<file path="config.mk">
export PLATFORM = sky130hd
export DESIGN_NAME = buddy_bitmap_free_core_flat
export DESIGN_NICKNAME = d
export VERILOG_FILES = /design/src/rtl/core/bbf_pkg.sv /design/src/rtl/core/bbf_if.sv /design/src/rtl/core/bbf_map_ram.sv /design/src/rtl/core/buddy_bitmap_free_core.sv /design/src/flat_wrapper.sv
export SDC_FILE = /design/constraint.sdc
export NUM_CORES = 2
export LEC_CHECK = 0
export BUFFER_PORTS_ARGS = -buffer_cell sky130_fd_sc_hd__buf_2
export CAP_MARGIN = 20
export CELL_PAD_IN_SITES_DETAIL_PLACEMENT = 1
export CELL_PAD_IN_SITES_GLOBAL_PLACEMENT = 2
export CORE_UTILIZATION = 47
export DETAILED_ROUTE_END_ITERATION = 16
export GPL_TIMING_DRIVEN = 0
export PLACE_DENSITY_LB_ADDON = 0.1
export RECOVER_POWER = 100
export SLEW_MARGIN = 20
export SYNTH_ARGS = -nofsm -noshare
export SYNTH_HDL_FRONTEND = slang
export SYNTH_SLANG_ARGS = --single-unit
</file>
<file path="constraint.sdc">
create_clock -name clock -period 49.2 [get_ports clock]
set_input_delay 4.92 -clock clock [delete_from_list [all_inputs] [get_ports clock]]
set_output_delay 4.92 -clock clock [all_outputs]
set_load 0.03 [all_outputs]
</file>
<file path="src/rtl/core/bbf_pkg.sv">
// ----------------------------------------------------------------------------
// bbf_pkg
// Shared widths and codes of the buddy bitmap free block.
// ----------------------------------------------------------------------------
package bbf_pkg;

   // fixed field widths of the channels
   localparam int NODE_W = 10;
   localparam int CNT_W  = 4;

   // action codes
   localparam logic ACT_FREE = 1'b0;
   localparam logic ACT_SET  = 1'b1;

   // widest bitmap row, as log2 of bits per row
   localparam int MAX_COL_AW = 5;

endpackage

</file>
<file path="src/rtl/core/bbf_if.sv">
// ----------------------------------------------------------------------------
// bbf_req_if / bbf_rsp_if
// Valid/ready channels of the buddy bitmap free block.
// ----------------------------------------------------------------------------
interface bbf_req_if import bbf_pkg::*; ();
   logic              valid;
   logic              ready;
   logic              action;
   logic [NODE_W-1:0] node_index;
   logic              bit_value;

   modport source (output valid, action, node_index, bit_value, input ready);
   modport sink   (input valid, action, node_index, bit_value, output ready);
endinterface

interface bbf_rsp_if import bbf_pkg::*; ();
   logic              valid;
   logic              ready;
   logic              error;
   logic [NODE_W-1:0] top_freed_index;
   logic [CNT_W-1:0]  merge_count;

   modport source (output valid, error, top_freed_index, merge_count, input ready);
   modport sink   (input valid, error, top_freed_index, merge_count, output ready);
endinterface

</file>
<file path="src/rtl/core/bbf_map_ram.sv">
// ----------------------------------------------------------------------------
// bbf_map_ram
// Row-organized bitmap memory, one write port with per-bit mask, one
// registered read port.
// ----------------------------------------------------------------------------
module bbf_map_ram #(
   parameter int ROW_AW = 5,
   parameter int COL_AW = 5
) (
   input  logic                   clock,
   input  logic                   wr_en,
   input  logic [ROW_AW-1:0]      wr_row,
   input  logic [(1<<COL_AW)-1:0] wr_mask,
   input  logic                   wr_bit,
   input  logic                   rd_en,
   input  logic [ROW_AW-1:0]      rd_row,
   output logic [(1<<COL_AW)-1:0] rd_data
);

   localparam int ROW_W = 1 << COL_AW;
   localparam int ROWS  = 1 << ROW_AW;

   logic [ROW_W-1:0] map_ff [ROWS];
   logic [ROW_W-1:0] rd_data_ff;

   always_ff @(posedge clock) begin
      if (wr_en) begin
         for (int b = 0; b < ROW_W; b++) begin
            if (wr_mask[b]) begin
               map_ff[wr_row][b] <= wr_bit;
            end
         end
      end
   end

   // read data holds until the next read
   always_ff @(posedge clock) begin
      if (rd_en) begin
         rd_data_ff <= map_ff[rd_row];
      end
   end

   assign rd_data = rd_data_ff;

endmodule

</file>
<file path="src/rtl/core/buddy_bitmap_free_core.sv">
// ----------------------------------------------------------------------------
// buddy_bitmap_free_core
// Used/free bitmap of a heap-ordered buddy tree: frees a node with its
// subtree and coalesces upward, or writes a single bit.
// ----------------------------------------------------------------------------
//
//   channel  dir  transfer when          payload
//   -------  ---  ---------------------  -------------------------------------
//   req_if   in   valid & ready          action, node_index, bit_value
//   rsp_if   out  valid & ready          error, top_freed_index, merge_count
//
// Sequence: set_bit and a bad index go straight to the result; free sweeps
//   the rows of the subtree clear one row a cycle (36 rows for the root),
//   then merges upward. The single write port of the RAM sets this rate.
// Reset: synchronous, then a clearing pass of one write per row (32 rows by
//   default) with req ready low.
// Stalls: one item at a time; a waiting result holds only the next finish.
//
module buddy_bitmap_free_core import bbf_pkg::*; #(
   parameter int TREE_LEVELS = 9
) (
   input  logic       clock,
   input  logic       reset,
   bbf_req_if.sink    req_if,
   bbf_rsp_if.source  rsp_if
);

   // address of one map entry, and its split into row and column
   localparam int          AW       = TREE_LEVELS + 1;
   localparam int unsigned MAP_BITS = 1 << AW;
   localparam int          RB       = (AW - 1 < MAX_COL_AW) ? (AW - 1) : MAX_COL_AW;
   localparam int          RIW      = AW - RB;
   localparam int          ROW_W    = 1 << RB;

   // sequencer states
   localparam logic [2:0] ST_INIT = 3'd0;
   localparam logic [2:0] ST_IDLE = 3'd1;
   localparam logic [2:0] ST_CLR  = 3'd2;
   localparam logic [2:0] ST_DEC  = 3'd3;
   localparam logic [2:0] ST_WALK = 3'd4;
   localparam logic [2:0] ST_CHK  = 3'd5;
   localparam logic [2:0] ST_FIN  = 3'd6;

   logic [2:0]        state_ff, state_in;
   logic [RIW-1:0]    row_ff, row_in;       // clear sweep / init row
   logic [AW-1:0]     lo_ff, lo_in;         // first entry of current level
   logic [AW-1:0]     hi_ff, hi_in;         // last entry of current level
   logic [AW-1:0]     node_ff, node_in;
   logic [AW-1:0]     p_ff, p_in;           // parent being merged
   logic              err_ff, err_in;
   logic [NODE_W-1:0] top_ff, top_in;
   logic [CNT_W-1:0]  cnt_ff, cnt_in;
   logic              rsp_valid_ff, rsp_valid_in;
   logic              rsp_err_ff;
   logic [NODE_W-1:0] rsp_top_ff;
   logic [CNT_W-1:0]  rsp_cnt_ff;
   logic              rsp_load;

   // RAM ports
   logic              wr_en;
   logic [RIW-1:0]    wr_row;
   logic [ROW_W-1:0]  wr_mask;
   logic              wr_bit;
   logic              rd_en;
   logic [RIW-1:0]    rd_row;
   logic [ROW_W-1:0]  rd_data;

   logic              req_xfer;
   logic [AW-1:0]     req_addr;
   logic [AW-1:0]     req_bud;
   logic              req_bad;
   logic [AW-1:0]     node_bud;
   logic [AW-1:0]     p_bud;
   logic [AW:0]       lo_next;
   logic [AW-1:0]     hi_next;
   logic [RB-1:0]     lo_col;
   logic [RB-1:0]     hi_col;
   logic [ROW_W-1:0]  clr_mask;

   assign req_if.ready = (state_ff == ST_IDLE);
   assign req_xfer     = req_if.valid && req_if.ready;
   assign req_addr     = AW'(req_if.node_index);
   assign req_bud      = req_addr ^ AW'(1);
   // entry 0 is no node; indexes past the map are rejected too
   assign req_bad      = (req_if.node_index == '0) ||
                         (32'(req_if.node_index) >= MAP_BITS);
   assign node_bud     = node_ff ^ AW'(1);
   assign p_bud        = p_ff ^ AW'(1);

   // next level of the subtree: children span [2*lo, 2*hi+1]
   assign lo_next = {lo_ff, 1'b0};
   assign hi_next = {hi_ff[AW-2:0], 1'b1};

   // column range of the current level within the row being swept
   always_comb begin
      lo_col = (row_ff == lo_ff[AW-1:RB]) ? lo_ff[RB-1:0] : '0;
      hi_col = (row_ff == hi_ff[AW-1:RB]) ? hi_ff[RB-1:0] : '1;
      for (int b = 0; b < ROW_W; b++) begin
         clr_mask[b] = (RB'(b) >= lo_col) && (RB'(b) <= hi_col);
      end
   end

   // RAM access per state
   always_comb begin
      wr_en   = 1'b0;
      wr_row  = '0;
      wr_mask = '0;
      wr_bit  = 1'b0;
      rd_en   = 1'b0;
      rd_row  = '0;
      unique case (state_ff)
         ST_INIT: begin
            wr_en   = 1'b1;
            wr_row  = row_ff;
            wr_mask = '1;
         end
         ST_IDLE: begin
            if (req_xfer && !req_bad) begin
               if (req_if.action == ACT_SET) begin
                  wr_en   = 1'b1;
                  wr_row  = req_addr[AW-1:RB];
                  wr_mask = ROW_W'(1) << req_addr[RB-1:0];
                  wr_bit  = req_if.bit_value;
               end else begin
                  // buddy lies outside the subtree: fetch it now
                  rd_en  = 1'b1;
                  rd_row = req_bud[AW-1:RB];
               end
            end
         end
         ST_CLR: begin
            wr_en   = 1'b1;
            wr_row  = row_ff;
            wr_mask = clr_mask;
         end
         ST_WALK: begin
            wr_en   = 1'b1;
            wr_row  = p_ff[AW-1:RB];
            wr_mask = ROW_W'(1) << p_ff[RB-1:0];
            rd_en   = 1'b1;
            rd_row  = p_bud[AW-1:RB];
         end
         default: begin
         end
      endcase
   end

   // sequencer
   always_comb begin
      state_in     = state_ff;
      row_in       = row_ff;
      lo_in        = lo_ff;
      hi_in        = hi_ff;
      node_in      = node_ff;
      p_in         = p_ff;
      err_in       = err_ff;
      top_in       = top_ff;
      cnt_in       = cnt_ff;
      rsp_valid_in = rsp_valid_ff && !rsp_if.ready;
      rsp_load     = 1'b0;
      unique case (state_ff)
         ST_INIT: begin
            row_in = row_ff + RIW'(1);
            if (&row_ff) begin
               state_in = ST_IDLE;
            end
         end
         ST_IDLE: begin
            if (req_xfer) begin
               node_in = req_addr;
               lo_in   = req_addr;
               hi_in   = req_addr;
               row_in  = req_addr[AW-1:RB];
               err_in  = req_bad;
               top_in  = req_bad ? '0 : req_if.node_index;
               cnt_in  = '0;
               if (req_bad || req_if.action == ACT_SET) begin
                  state_in = ST_FIN;
               end else begin
                  state_in = ST_CLR;
               end
            end
         end
         ST_CLR: begin
            if (row_ff == hi_ff[AW-1:RB]) begin
               lo_in = lo_next[AW-1:0];
               hi_in = hi_next;
               if (lo_next[AW]) begin
                  state_in = ST_DEC;
               end else begin
                  row_in = lo_next[AW-1:RB];
               end
            end else begin
               row_in = row_ff + RIW'(1);
            end
         end
         ST_DEC: begin
            // root has no parent; a used buddy stops the merge
            p_in = node_ff >> 1;
            if (!rd_data[node_bud[RB-1:0]] && node_ff != AW'(1)) begin
               state_in = ST_WALK;
            end else begin
               state_in = ST_FIN;
            end
         end
         ST_WALK: begin
            top_in   = NODE_W'(p_ff);
            cnt_in   = cnt_ff + CNT_W'(1);
            state_in = ST_CHK;
         end
         ST_CHK: begin
            if (rd_data[p_bud[RB-1:0]] || p_ff == AW'(1)) begin
               state_in = ST_FIN;
            end else begin
               p_in     = p_ff >> 1;
               state_in = ST_WALK;
            end
         end
         ST_FIN: begin
            if (!rsp_valid_ff || rsp_if.ready) begin
               rsp_load     = 1'b1;
               rsp_valid_in = 1'b1;
               state_in     = ST_IDLE;
            end
         end
         default: begin
            state_in = ST_INIT;
         end
      endcase
   end

   always_ff @(posedge clock) begin
      if (reset) begin
         state_ff     <= ST_INIT;
         row_ff       <= '0;
         rsp_valid_ff <= 1'b0;
      end else begin
         state_ff     <= state_in;
         row_ff       <= row_in;
         rsp_valid_ff <= rsp_valid_in;
      end
   end

   always_ff @(posedge clock) begin
      lo_ff   <= lo_in;
      hi_ff   <= hi_in;
      node_ff <= node_in;
      p_ff    <= p_in;
      err_ff  <= err_in;
      top_ff  <= top_in;
      cnt_ff  <= cnt_in;
      if (rsp_load) begin
         rsp_err_ff <= err_ff;
         rsp_top_ff <= top_ff;
         rsp_cnt_ff <= cnt_ff;
      end
   end

   assign rsp_if.valid           = rsp_valid_ff;
   assign rsp_if.error           = rsp_err_ff;
   assign rsp_if.top_freed_index = rsp_top_ff;
   assign rsp_if.merge_count     = rsp_cnt_ff;

   bbf_map_ram #(
      .ROW_AW (RIW),
      .COL_AW (RB)
   ) u_map (
      .clock   (clock),
      .wr_en   (wr_en),
      .wr_row  (wr_row),
      .wr_mask (wr_mask),
      .wr_bit  (wr_bit),
      .rd_en   (rd_en),
      .rd_row  (rd_row),
      .rd_data (rd_data)
   );

endmodule
</file>
<file path="src/flat_wrapper.sv">
// flat-port wrapper written by rule: the top's interface ports become plain ports
module buddy_bitmap_free_core_flat import bbf_pkg::*;
#(
   parameter int TREE_LEVELS = 9
)
  (clock, reset, req_if_valid, req_if_action, req_if_node_index, req_if_bit_value, req_if_ready, rsp_if_valid, rsp_if_error, rsp_if_top_freed_index, rsp_if_merge_count, rsp_if_ready);
  bbf_req_if req_if_i ();
  bbf_rsp_if rsp_if_i ();
  input  logic clock;
  input  logic reset;
  input wire logic [$bits(req_if_i.valid)-1:0] req_if_valid;
  input wire logic [$bits(req_if_i.action)-1:0] req_if_action;
  input wire logic [$bits(req_if_i.node_index)-1:0] req_if_node_index;
  input wire logic [$bits(req_if_i.bit_value)-1:0] req_if_bit_value;
  output wire logic [$bits(req_if_i.ready)-1:0] req_if_ready;
  output wire logic [$bits(rsp_if_i.valid)-1:0] rsp_if_valid;
  output wire logic [$bits(rsp_if_i.error)-1:0] rsp_if_error;
  output wire logic [$bits(rsp_if_i.top_freed_index)-1:0] rsp_if_top_freed_index;
  output wire logic [$bits(rsp_if_i.merge_count)-1:0] rsp_if_merge_count;
  input wire logic [$bits(rsp_if_i.ready)-1:0] rsp_if_ready;
  assign req_if_i.valid = req_if_valid;
  assign req_if_i.action = req_if_action;
  assign req_if_i.node_index = req_if_node_index;
  assign req_if_i.bit_value = req_if_bit_value;
  assign req_if_ready = req_if_i.ready;
  assign rsp_if_valid = rsp_if_i.valid;
  assign rsp_if_error = rsp_if_i.error;
  assign rsp_if_top_freed_index = rsp_if_i.top_freed_index;
  assign rsp_if_merge_count = rsp_if_i.merge_count;
  assign rsp_if_i.ready = rsp_if_ready;
  buddy_bitmap_free_core #(.TREE_LEVELS(TREE_LEVELS)) u_core (.clock(clock), .reset(reset), .req_if(req_if_i), .rsp_if(rsp_if_i));
endmodule
</file>
## Word level (Yosys, flattened, before mapping)

Memory sizes are Yosys's and may differ from the RTL's. A register that Yosys moved wholly into a read port is not among the register bits.
Cells that the tools add are included.

| storage, ports and cells | value |
|---|---|
| bits in registers | 79 |
| memory bits (writable) | 1024 |
| bits of input ports | 16 |
| word-level logic and storage cells | 310 |
| memories kept | 1 |

Memory list:

| name | words | width | rd ports | clocked after memory_dff | wr ports | line | source |
|---|---|---|---|---|---|---|---|
| u_core.u_map.map_ff | 32 | 32 | 1 | 1 | 1 | bbf_map_ram.sv:23 | `logic [ROW_W-1:0] map_ff [ROWS];` |

| operators by class | value |
|---|---|
| $add $sub $neg | 2 |
| order comparisons | 66 |
| eq/ne operators | 17 |
| shift operators | 2 |
| mux-type cells | 149 |
| bitwise gates (word level) | 2 |
| reduce and logical (&&, ||, !) cells | 58 |

Operators with widths:

| kind | count |
|---|---|
| 32-bit case mux with 4 select lines | 1 |
| 1-bit two-way mux | 109 |
| 5-bit greater-or-equal comparator, first input constant | 16 |
| 5-bit less-or-equal comparator, first input constant | 16 |
| 10-bit case mux with 2 select lines | 4 |
| 32-bit two-way mux | 2 |
| 1-bit by 5-bit << shifter with 32-bit output, first input constant | 2 |
| 10-bit two-way mux | 6 |
| 5-bit two-way mux | 9 |
| 4-bit by 5-bit greater-or-equal comparator with 1-bit output, first input constant | 8 |
| 4-bit by 5-bit less-or-equal comparator with 1-bit output, first input constant | 8 |
| 1-bit logical AND | 36 |
| 5-bit case mux with 3 select lines | 2 |
| 3-bit case mux with 7 select lines | 1 |
| 3-bit by 5-bit greater-or-equal comparator with 1-bit output, first input constant | 4 |
| 3-bit by 5-bit less-or-equal comparator with 1-bit output, first input constant | 4 |
| 3-bit two-way mux | 6 |
| 5-bit by 6-bit less-than comparator with 1-bit output, second input constant | 2 |
| 1-bit binary-select mux with 5-bit select | 2 |
| 10-bit by 1-bit == test with 1-bit output, second input constant | 1 |
| 5-bit == test | 2 |
| 1-bit by 5-bit greater-or-equal comparator with 1-bit output, first input constant | 2 |
| 2-bit by 5-bit greater-or-equal comparator with 1-bit output, first input constant | 2 |
| 1-bit by 5-bit less-or-equal comparator with 1-bit output, first input constant | 2 |
| other kinds (27) | 49 |

## Depth between registers and ports, before layout

| logic depth | value |
|---|---|
| depth after elaboration | 8 |
| gate-level depth with buffers | 13 |
| gate-level depth less buffers | 7 |

## By module

Synthesis repeated with hierarchy kept, for this count alone.

| unflattened totals | value |
|---|---|
| cell total of the unflattened synthesis | 4101 |
| area, all modules | 50998.9 um^2 |

By module, submodules not included:

| module | times used | cells an instance | area an instance (um^2) | seq. area each (um^2) |
|---|---|---|---|---|
| bbf_map_ram | 1 | 3513 | 45521.2 | 31710.4 |
| buddy_bitmap_free_core | 1 | 588 | 5477.8 | 2252.2 |

## Worst setup path before layout

OpenSTA, ideal clock, no wires.

| timing | value |
|---|---|
| path type | input to register |
| start point | input req_if_action |
| end point | memory u_core.u_map.map_ff[0][0] (netlist bit) (data pin) |
| setup time | 4.993 ns |
| arrival time | 29.433 ns |
| data required time | 44.207 ns |
| setup slack | 14.774 ns |
| stages on the path | 6 |
| cells stage by stage | buf_2 inv_1 nor2_4 buf_2 nand2_1 nor2_1 |

| on the way | value |
|---|---|
| word-level cells in the longest chain between the ends | 3 |

Ends and longest elaborated chain:

| what | line | source |
|---|---|---|
| start: declaration | flat_wrapper.sv:12 | `input wire logic [$bits(req_if_i.action)-1:0] req_if_action;` |
| 1-bit two-way mux | buddy_bitmap_free_core.sv:119 | `if (req_if.action == ACT_SET) begin` |
| 1-bit two-way mux | buddy_bitmap_free_core.sv:118 | `if (req_xfer && !req_bad) begin` |
| 1-bit two-way mux | buddy_bitmap_free_core.sv:111 | `unique case (state_ff)` |
| named net u_core.u_map.wr_bit | bbf_map_ram.sv:14 | `input logic wr_bit,` |
| end: declaration | bbf_map_ram.sv:23 |  |

The timed path passes the listed nets, and every way through them passes these cells.

## Worst setup path after layout

| timing | value |
|---|---|
| start point | input req_if_valid |
| end point | memory u_core.u_map.map_ff[18][27] (netlist bit) (data pin) |

| on the way | value |
|---|---|
| word-level cells in the longest chain between the ends | 4 |

Ends and longest elaborated chain:

| what | line | source |
|---|---|---|
| start: declaration | flat_wrapper.sv:11 | `input wire logic [$bits(req_if_i.valid)-1:0] req_if_valid;` |
| 1-bit logical AND | buddy_bitmap_free_core.sv:81 | `assign req_xfer = req_if.valid && req_if.ready;` |
| 1-bit logical AND | buddy_bitmap_free_core.sv:118 |  |
| 1-bit two-way mux | buddy_bitmap_free_core.sv:118 |  |
| 1-bit two-way mux | buddy_bitmap_free_core.sv:111 |  |
| named net u_core.u_map.wr_bit | bbf_map_ram.sv:14 |  |

The timed path passes the listed nets, and every way through them passes these cells.

==> impl_metrics.json <==
{
  "clkTransAtPathRegs_ns": 0.06,
  "synthCells": 4573,
  "overflow": 0,
  "cts-htree-levels": 3,
  "root_buffer": "clkbuf_16",
  "dieWidth_um": 333,
  "skew_ns": 0.0195,
  "grt_use_total": 0.382,
  "synth_top_area_cell": "edfxtp_1",
  "endpoint_kind": "flip-flop",
  "synthArstFlopShare": 0,
  "period_share": 0.308,
  "relSlewSlack": -0.183,
  "final.setup.tns_ns": 0,
  "slew_viol_final": 450,
  "netlist-cell-type-count": 78,
  "synth-main-ff-cell": "edfxtp_1",
  "synthesis.area_sq_mm": 0.0515,
  "area_growth_pct": 11.6,
  "wl_per_cell_um": 34.0,
  "synth_area_leaders": "edfxtp_1, nor2_1, nand2_1",
  "cts.sinks": 1134,
  "cts-buffers-inserted": 121,
  "core_sq_mm": 0.109,
  "critPathLaunchType": "input pin",
  "path_max_fanout": 38,
  "route.detailed.drc": 0,
  "firstDrtPassIters": 5,
  "fmax_mhz": 66.0,
  "post_cts_buffers": 0,
  "rsz0062_at_grt": "false",
  "dr_total_vias": 40305,
  "totalWireLength_mm": 214,
  "yosysWarnings": 0,
  "via_per_inst": 6.41,
  "cts_resized": 0,
  "cp.required_ns": 49.57,
  "worstSetupPathType": "in -> reg",
  "post-route-util": 0.528,
  "cts_tree": "done",
  "dieArea_sq_mm": 0.111,
  "synth_edf_count": 1125,
  "ys_ff_latch": 1134,
  "syn-num-nets": 4592,
  "dp.cells": 6061,
  "grt_max_degree": 45,
  "power_w": 0.00199,
  "cts_hold_buf": 0,
  "ant_nets": 0,
  "gp_congestion": 0.980,
  "hold_path_class": "reg -> reg",
  "seqCellArea_sq_mm": 0.0340,
  "avgSynthCellArea_sq_um": 11.3,
  "die_h_um": 333,
  "synth_commonest_cells": "nor2_1, edfxtp_1, nand2_1, nand3_1, clkbuf_1",
  "setup-violations-final": 0,
  "ys_seq_area_frac": 0.660,
  "tightest_slew_ns": 1.77,
  "io_pins": 33,
  "port_buffers": 31,
  "clk_latency_ns": 0.74,
  "start_util": 0.473,
  "fin_nets": 4789,
  "status": "finished with violations",
  "cts_buffer_depth": 3,
  "nFillCells": 11494,
  "fin_crit_ns": 15.15,
  "power_density_mw_per_mm2": 34.6,
  "first_global_vias": 39400,
  "synth_top_cell_area_share": 0.656,
  "multi_input_area_sq_mm": 0.0156,
  "hpwl_mm": 156,
  "drt-initial-drc-count": 5280,
  "leakagePower_nw": 21.9,
  "final_hold_viol_count": 0,
  "failed_checks": "max-capacitance violations, max-slew violations",
  "synth.most_common_cell": "nor2_1",
  "grt_pass1_wl_mm": 295,
  "drive_gt1_frac": 0.0941,
  "antenna_found_initial": 19,
  "cap_violations": 13,
  "num_rows": 121,
  "crit_arrival_ns": 15.52,
  "final_cells": 6285,
  "irDropWorstVdd_uv": 34.2
}
-- flip-flops by register name (all words and copies together) (netlist names) --
| name | cells |
|---|---|
| u_core.hi_ff | 10 |
| u_core.p_ff | 9 |
| u_core.rsp_if.merge_count | 4 |
| u_core.node_ff | 10 |
| u_core.row_ff | 5 |
| u_core.rsp_if.top_freed_index | 10 |
| u_core.lo_ff | 10 |
| u_core.rsp_if.valid | 1 |
| u_core.state_ff | 3 |
| u_core.cnt_ff | 4 |
| u_core.top_ff | 10 |
| u_core.err_ff | 1 |
| u_core.u_map.rd_data | 32 |
| u_core.u_map.map_ff | 1024 |
| u_core.rsp_if.error | 1 |
-- report_power, final --
| part | switching (W) | total, W | internal, W |
|---|---|---|---|
| Sequential | 0.00000224 | 0.00106 | 0.00106 |
| Combinational | 0.0000278 | 0.0000371 | 0.00000928 |
| Clock | 0.000394 | 0.000889 | 0.000495 |
| Total | 0.000424 | 0.00199 | 0.00156 |
-- critical path: stages --
cell       delay [ns]
clkbuf_1         0.14
nand4bb_1        0.12
clkbuf_1         0.34
nor2_1           0.63
clkbuf_1         0.41
nand2_1          0.10
nor2_1           0.41
clkbuf_1         1.11
clkbuf_1         1.24
clkbuf_1         1.10
clkbuf_1         0.85
clkbuf_1         0.98
clkbuf_1         1.10
clkbuf_1         1.07
clkbuf_1         0.92
-- logic make-up after synthesis --
group,synth area share
DFF,0.660
muxes,0.0371
AOI/OAI and AO/OA,0.0724
and+or+nand+nor,0.189
buffers and inverters,0.0393
adders and majority gates,0.000729
xor gates and xnor gates,0.00204
-- worst paths after layout --
path,to,cells after the start,slack (ns),startpoint
min reg2reg,u_core.rsp_if.top_freed_index[0]$_DFFE_PP_,0,0.42,u_core.top_ff[0]$_DFFE_PP_
max reg2reg,u_core.u_map.map_ff[18][27]$_DFFE_PP_,15,37.73,u_core.state_ff[1]$_SDFFE_PP0P_
max,u_core.u_map.map_ff[18][27]$_DFFE_PP_,15,34.05,req_if_valid
min,u_core.rsp_if.top_freed_index[0]$_DFFE_PP_,0,0.42,u_core.top_ff[0]$_DFFE_PP_
-- layout make-up --
cell class	count	area share
Sequential cell	1134	0.591
Multi-Input combinational cell	3000	0.271
Clock buffer	152	0.0558
Buffer	415	0.0333
Tap cell	1414	0.0308
Clock inverter	68	0.00937
Timing Repair Buffer	74	0.00634
Inverter	24	0.00157
Antenna cell	4	0.000174
-- stage by stage --
step | hold slack [ns] | area, sq um | setup slack, ns
floorplan | 0.400 | 51500 | 14.77
finish | 0.420 | 57400 | 34.05
CTS | 0.419 | 58200 | 40.51
global route | 0.433 | 57400 | 33.43
global placement | 0.404 | 53400 | -4.63
detailed placement | 0.407 | 54400 | 39.76
-- cell usage in the layout, fill, tap and decap left out, drive strengths merged, types with 9 or more instances in the layout --
| cell | instances |
|---|---|
| edfxtp | 1125 |
| mux4 | 15 |
| o31ai | 20 |
| a31oi | 52 |
| nor4 | 22 |
| nand2 | 682 |
| nand4 | 33 |
| nor3 | 50 |
| a211oi | 81 |
| nor2b | 65 |
| nand2b | 10 |
| mux2i | 149 |
| clkbuf | 411 |
| inv | 28 |
| buf | 230 |
| a21oi | 46 |
| dfxtp | 9 |
| a221oi | 95 |
| nand3 | 267 |
| o221ai | 28 |
| o32ai | 17 |
| o2111ai | 28 |
| o21ai | 53 |
| nor2 | 1152 |
| clkinv | 51 |
| o22ai | 13 |
| xnor2 | 11 |
-- routing by layer --
layer | vias to the layer above | wire length, um | global-route usage
met5 | - | 52 | 0
met4 | 8 | 16600 | 0.257
met3 | 515 | 19000 | 0.0635
met2 | 2218 | 95300 | 0.583
met1 | 20809 | 82700 | 0.503
li1 | 16755 | - | -
Power figures use the tool's default switching activity.
